$ cat config.mk
export PLATFORM = sky130hd
export DESIGN_NAME = gaoi_div
export DESIGN_NICKNAME = d
export VERILOG_FILES = /design/src/gaoi_pkg.sv /design/src/gaoi_div.sv
export SDC_FILE = /design/constraint.sdc
export NUM_CORES = 1
export LEC_CHECK = 0
export BUFFER_PORTS_ARGS = -buffer_cell sky130_fd_sc_hd__buf_4
export CORE_ASPECT_RATIO = 1.75
export CORE_UTILIZATION = 50
export DETAILED_ROUTE_END_ITERATION = 8
export HOLD_SLACK_MARGIN = 0.1
export PLACE_DENSITY = 0.76
export SYNTH_ARGS = -nofsm -noshare
export SYNTH_HDL_FRONTEND = slang
export SYNTH_SLANG_ARGS = --single-unit
$ cat constraint.sdc
create_clock -name clk -period 2.6 [get_ports clk]
set_input_delay 0.13 -clock clk [delete_from_list [all_inputs] [get_ports clk]]
set_output_delay 0.13 -clock clk [all_outputs]
set_load 0.02 [all_outputs]
$ cat src/gaoi_pkg.sv
`timescale 1ns / 1ps
// Shared types and codes for the grid area-of-interest table.
// No dependencies; every other file refers to it by scoped name.
package gaoi_pkg;

  localparam int POS_W    = 16;
  localparam int ID_W     = 16;
  localparam int KIND_W   = 2;
  localparam int STATUS_W = 2;
  localparam int COUNT_W  = 5;
  localparam int CFG_IDX_W = 3;
  localparam int CFG_DATA_W = 16;

  // Request kinds
  localparam logic [KIND_W-1:0] KIND_ADD    = 2'd0;
  localparam logic [KIND_W-1:0] KIND_REMOVE = 2'd1;
  localparam logic [KIND_W-1:0] KIND_QUERY  = 2'd2;
  localparam logic [KIND_W-1:0] KIND_NONE   = 2'd3;

  // Result status codes
  localparam logic [STATUS_W-1:0] STATUS_OK        = 2'd0;
  localparam logic [STATUS_W-1:0] STATUS_OUTSIDE   = 2'd1;
  localparam logic [STATUS_W-1:0] STATUS_FULL      = 2'd2;
  localparam logic [STATUS_W-1:0] STATUS_NOT_FOUND = 2'd3;

  // Register indexes
  localparam logic [CFG_IDX_W-1:0] REG_ORIGIN_X     = 3'd0;
  localparam logic [CFG_IDX_W-1:0] REG_ORIGIN_Y     = 3'd1;
  localparam logic [CFG_IDX_W-1:0] REG_CELL_WIDTH   = 3'd2;
  localparam logic [CFG_IDX_W-1:0] REG_CELL_HEIGHT  = 3'd3;
  localparam logic [CFG_IDX_W-1:0] REG_CELLS_ACROSS = 3'd4;
  localparam logic [CFG_IDX_W-1:0] REG_CELLS_DOWN   = 3'd5;

  typedef struct packed {
    logic [KIND_W-1:0] kind;
    logic [ID_W-1:0]   object_id;
    logic [POS_W-1:0]  pos_x;
    logic [POS_W-1:0]  pos_y;
  } req_t;

  typedef struct packed {
    logic [ID_W-1:0]     found_id;
    logic                found;
    logic [STATUS_W-1:0] status;
    logic                last;
  } rsp_t;

  // Effective grid settings (zero sizes and counts already forced to one)
  typedef struct packed {
    logic [POS_W-1:0]   origin_x;
    logic [POS_W-1:0]   origin_y;
    logic [POS_W-1:0]   cell_width;
    logic [POS_W-1:0]   cell_height;
    logic [COUNT_W-1:0] cells_across;
    logic [COUNT_W-1:0] cells_down;
  } cfg_t;

  typedef struct packed {
    logic             start;
    logic [POS_W-1:0] dx;
    logic [POS_W-1:0] dy;
  } div_req_t;

  typedef struct packed {
    logic             done;
    logic [POS_W-1:0] qx;
    logic [POS_W-1:0] qy;
  } div_rsp_t;

endpackage

$ cat src/gaoi_div.sv
`timescale 1ns / 1ps
// Restoring divider, one quotient bit per cycle.
// Depends on gaoi_pkg for the operand width.
module gaoi_div (
  input  logic                      clk,
  input  logic                      rst,
  input  logic                      start,
  input  logic [gaoi_pkg::POS_W-1:0] dividend,
  input  logic [gaoi_pkg::POS_W-1:0] divisor,
  output logic                      done,
  output logic [gaoi_pkg::POS_W-1:0] quotient
);

  localparam int W = gaoi_pkg::POS_W;
  localparam int CW = $clog2(W + 1);

  logic [W-1:0]  rem;
  logic [W-1:0]  quo;
  logic [CW-1:0] cnt;
  logic          busy;
  logic [W:0]    trial;
  logic          fits;

  // shift in the next dividend bit and try the subtract
  assign trial = {rem, quo[W-1]};
  assign fits  = trial >= {1'b0, divisor};
  assign quotient = quo;

  always_ff @(posedge clk) begin
    if (rst) begin
      busy <= 1'b0;
      done <= 1'b0;
      cnt  <= '0;
    end else begin
      done <= 1'b0;
      if (start) begin
        busy <= 1'b1;
        rem  <= '0;
        quo  <= dividend;
        cnt  <= CW'(W);
      end else if (busy) begin
        if (fits) begin
          rem <= W'(trial - {1'b0, divisor});
        end else begin
          rem <= trial[W-1:0];
        end
        quo <= {quo[W-2:0], fits};
        cnt <= cnt - CW'(1);
        if (cnt == CW'(1)) begin
          busy <= 1'b0;
          done <= 1'b1;
        end
      end
    end
  end

endmodule

=== Word-level counts from Yosys, hierarchy flattened ===
Cells that the tools add are included.

* Register bits: 39
* Input bits: 35
* Output and inout port bits: 17
* Word-level logic and storage cells: 26

* $add $sub $neg: 2
* $lt $le $gt $ge: 1
* Eq/ne operators: 1
* Mux-type cells: 10
* Bitwise operators: 2
* Reductions and logical operators: 4

{| class="wikitable"
|+ Operators by type and width
! operator !! count
|-
| $mux 16 || 4
|-
| $ge 17x16->1 || 1
|-
| $sub 16x16->16 || 1
|-
| $mux 5 || 2
|-
| $eq 5x1->1 const B || 1
|-
| $sub 5x1->5 const B || 1
|-
| $mux 1 || 4
|-
| $reduce_or 3->1 || 1
|-
| $not 1->1 || 2
|-
| $reduce_and 2->1 || 1
|-
| $reduce_bool 2->1 || 1
|-
| $reduce_or 2->1 || 1
|}

=== Logic depth before layout (Yosys ltp) ===
* Word-level depth: 4
* Depth in mapped cells: 10
* Gate-level depth less buffers: 9

=== Worst setup path before layout ===
No wires, ideal clock.

* Path kind: input to register
* Start point: input start
* End point: register quo[0] (netlist: quotient[0]), enable pin
* Arrival: 2.118 ns
* Required time: 2.179 ns
* Setup slack: 0.061 ns
* Stages: 4
* Buffers on the path: 2
* Path through: clkbuf_1 -> clkbuf_1 -> nor2_1 -> nor2_1

* Word-level cells in the longest chain between the ends: 2

{| class="wikitable"
|+ RTL lines
! item !! line !! source
|-
| start, declared || gaoi_div.sv:7 || <nowiki>input logic start,</nowiki>
|-
| $reduce_bool 2->1 (no line) || n/a ||
|-
| $reduce_and 2->1 (no line) || n/a ||
|-
| end signal, assigned || gaoi_div.sv:39 || <nowiki>quo <= dividend;</nowiki>
|-
| end signal, assigned || gaoi_div.sv:47 || <nowiki>quo <= {quo[W-2:0], fits};</nowiki>
|-
| end, declared || gaoi_div.sv:18 || <nowiki>logic [W-1:0] quo;</nowiki>
|}

No other way between the ends.
A chain may end at the register's enable or synchronous reset.

=== Worst setup path after layout ===
* Start point: register rem[5]
* End point: register rem[13], data pin

* Word-level cells in the longest chain between the ends: 3

{| class="wikitable"
|+ RTL lines
! item !! line !! source
|-
| start, declared || gaoi_div.sv:17 || <nowiki>logic [W-1:0] rem;</nowiki>
|-
| start signal, assigned || gaoi_div.sv:43 || <nowiki>rem <= W'(trial - {1'b0, divisor});</nowiki>
|-
| start signal, assigned || gaoi_div.sv:45 || <nowiki>rem <= trial[W-1:0];</nowiki>
|-
| $sub 16x16->16 / $ge 17x16->1 (equally long branches) || gaoi_div.sv:43, gaoi_div.sv:26 ||
|-
| $mux 16 * || gaoi_div.sv:42 || <nowiki>if (fits) begin</nowiki>
|-
| $mux 16 * || gaoi_div.sv:41 || <nowiki>end else if (busy) begin</nowiki>
|}

Mark *: on every way between the ends. The rest lies on a longest branch, timed or not. The select of a mux whose other input is x is not followed.

==> impl_metrics.toml <==
[route]
wire_per_inst_um = 15.95
finalWirelength_mm = 6.316
vias_per_cell = 5.765
drt_pass1_iterations = 6
route.vias.total = 2283
ant_nets = 0
drcViolationCount = 2
drtIter0Drc = 58

[clock_tree]
clk_latency_ns = 0.30
cts_made_buffers = 5
clock_sinks = 39
tritoncts = "done"
post_cts_buffers = 0
clk_pin_slew_worst_paths_ns = 0.09
htreeDepth = 2
cts_buffer_depth = 2
clockRootBuffer = "clkbuf_8"

[finish]
areaGrowthSynthToFinish_pct = 20.48
fin_nets = 375
design_area_mm2 = 0.003312
diodes = 0
layout-drive-gt1-share = 0.2981

[setup_path]
arrival_ns = 2.49
critical_path.top_delay_family = "compound AO/OA/AOI/OAI gates"
max_stage_delay_ns = 0.47
cp_max_fo = 13
reg2reg_setup_slack_ns = 0.15
crit_required_ns = 2.64
reg2reg_from = "rem[5]$_SDFFCE_PP0P_"
crit_buf_inv = 0
endpoint_kind = "flop"
cp_cell_sequence = "ha_1 > a21oi_1 > o21ai_1 > a31o_1 > o31a_2 > o211ai_1 > a21oi_1"
crit_path_end = "rem[13]$_SDFFCE_PP0P_"
cp_common_cell = "a21oi_1"
path_class = "flop to flop"
cp-startpoint = "rem[5]$_SDFFCE_PP0P_"
reg2reg_to = "rem[13]$_SDFFCE_PP0P_"
cp.depth = 7
start_kind = "flop"
ff2ff_path_depth = 7
slowest_stage = "o31a_2"

[synth]
yosys_warnings = 0
synth_cells = 268
ys_seq_elements = 39
synth_top_area_cell = "edfxtp_1"
synth_area_leaders = "edfxtp_1 35%, ha_1 8.2%, mux2_2 6.1%, dfxtp_1 5.1%, a21oi_1 3.5%"
synth_area_per_cell_um2 = 10.26
synth_common_cells = "32 x edfxtp_1, 21 x inv_1, 19 x a21oi_1"
ys.flop_type = "edfxtp_1"
async_flop_share = 0
synth_seq_area_share = 0.4005
synth_edf_count = 32
synthesis.area_mm2 = 0.002749
ys_types = 60
yosysMostFrequentCell = "edfxtp_1"
syn_nets = 322
synth_top_area_frac = 0.3496

[global_routing]
grt_pass1_vias = 2308
grtUsageTotal = 0.2310
antenna_found_initial = 0
grt_pass1_wl_mm = 10.18
grt_max_degree = 35
gr-total-overflow = 0

[timing]
setup_viol = 0
report.final.hold_viol_count = 0
finClkSkew_ns = 0.005638
rsz0062_at_grt = "false"
worstMarginPinSlew_ns = 0.5161
tns_ns = 0
timing.final.crit_period_ns = 2.448
fin_crit_sh = 0.9414
fmax_ghz = 0.4085
hold_ws_ns = 0.1234
drv_slew = 0
relSlewSlack = 0.6559

[pwr]
p_leak_nw = 1.370
intPower_w = 0.001273
p_seq_frac = 0.410
powerDensity_mw_per_mm2 = 570.8
peakVddDrop_uv = 440.1
switching_share = 0.3264
p_switching_w = 0.0006171
power_w = 0.001890
clkPwrFrac = 0.258
comb_power_share = 0.332

[status]
status = "finished with violations"
violations = "DRC"

[placed_design]
dp_hpwl_mm = 4.593
gp_congestion = 0.8827
place_area_mm2 = 0.003193
portBuffers = 51

[hold_path]
hp-class = "primary input to flop"

[die]
ioPinCount = 52
start_util = 0.5188
num_rows = 35
core-area_mm2 = 0.005299
die_x_um = 58.05
dieArea_mm2 = 0.005810
die_h_um = 100.1

[flow_run]
drv_cap = 0
==> logic make-up (layout without fill, tap and decap cells) <==
| kind of cell | after synthesis | after routing | share of synthesized area |
|---|---|---|---|
| DFF | 39 | 39 | 0.4005 |
| xor gates and xnor gates | 12 | 12 | 0.03823 |
| muxes | 19 | 19 | 0.07783 |
| buffers and inverters | 33 | 87 | 0.05598 |
| AOI/OAI and AO/OA | 77 | 77 | 0.2021 |
| adders and majority gates | 19 | 19 | 0.08921 |
| and+or+nand+nor | 69 | 69 | 0.1361 |
==> sequential cells by signal (all words and copies together), names as in the netlist <==
name      count
quotient     16
rem          16
cnt           5
busy          1
done          1
==> placed cells by master (no fill, tap or decap), types with 2 or more instances in the layout <==
cell       Yosys  routed
a211o_1        2       2
a211oi_1       4       4
a211oi_2       2       2
a21boi_0       2       2
a21o_1         4       4
a21oi_1       19      19
a311oi_1       3       3
and3_1         5       5
buf_4          0      56
clkbuf_8       0       5
dfxtp_1        7       7
edfxtp_1      32      32
ha_1          18      18
inv_1         21      21
mux2_2        15      15
mux2i_1        3       3
nand2_1        9       9
nand3_1       12      12
nand3b_1       2       2
nor2_1        13      12
nor2b_1        5       5
nor3_1        10      10
nor4b_1        2       2
o2111ai_1      2       2
o211ai_1       3       3
o21a_1         2       2
o21ai_0        5       5
o21ai_1        8       7
o21bai_1       2       2
o22ai_1        6       6
xnor2_1        7       7
xor2_1         5       5
==> through the flow <==
stage / worst slack (ns) / util / cells
final: 0.1523 / 0.6250 / 396
after global routing: 0.03449 / 0.6250 / 396
after CTS: 0.03852 / 0.6241 / 396
after detailed placement: 0.07098 / 0.6026 / 387
after global placement: 0.1494 / 0.6026 / 387
after floorplan: 0.06144 / - / 268
==> worst register-to-register path, stage by stage, from the launching register on <==
cell      delay [ns]
edfxtp_1        0.40
ha_1            0.41
a21oi_1         0.19
o21ai_1         0.12
a31o_1          0.29
o31a_2          0.47
o211ai_1        0.23
a21oi_1         0.09
==> final cells by class <==
cell class | count | area, um^2
clock buffers | 7 | 97.59
clock inverters | 1 | 6.256
fillers | 451 | 1987
inverters | 22 | 82.58
multi-input cells | 196 | 1501
flip-flops and latches | 39 | 1101
well taps | 74 | 92.59
repair buffers | 57 | 430.4
==> power groups by stage <==
stage | clock (W) | sequential (W) | combinational [W]
after floorplan | 0 | 0.000802 | 0.000434
after global placement | 0 | 0.000788 | 0.000606
after detailed placement | 0 | 0.000789 | 0.000617
after CTS | 0.000487 | 0.000776 | 0.000622
after global routing | 0.000505 | 0.000782 | 0.000684
final | 0.000488 | 0.000776 | 0.000627
==> worst min-delay path by stage <==
stage | startpoint | endpoint | slack (ns) | cells past startpoint
2_1_floorplan | dividend[0] | quotient[0]$_DFFE_PP_ | 0.35 | 1
3_3_place_gp | rst | cnt[4]$_SDFFE_PP0N_ | 0.36 | 2
3_5_place_dp | rst | cnt[4]$_SDFFE_PP0N_ | 0.37 | 2
4_1_cts | dividend[0] | quotient[0]$_DFFE_PP_ | 0.12 | 2
5_1_grt | dividend[8] | quotient[8]$_DFFE_PP_ | 0.12 | 2
6_report | dividend[0] | quotient[0]$_DFFE_PP_ | 0.12 | 2
==> per-layer routing <==
metal,part of all wire,wire length [um],track usage,vias to the layer above
li1,-,-,-,1113
met1,0.39,2437,0.2485,1064
met2,0.53,3352,0.4156,84
met3,0.049,307,0.04253,22
met4,0.035,219,0.1227,0
met5,0,0,0,-
==> repair_timing <==
| action | CTS | global route |
|---|---|---|
| setup endpoints to repair | 0 | 13 |
| hold endpoints to repair | 6 | 0 |
| gates resized for setup | 0 | 2 |
| hold buffers | 1 | 0 |
Power figures use the tool's default switching activity.
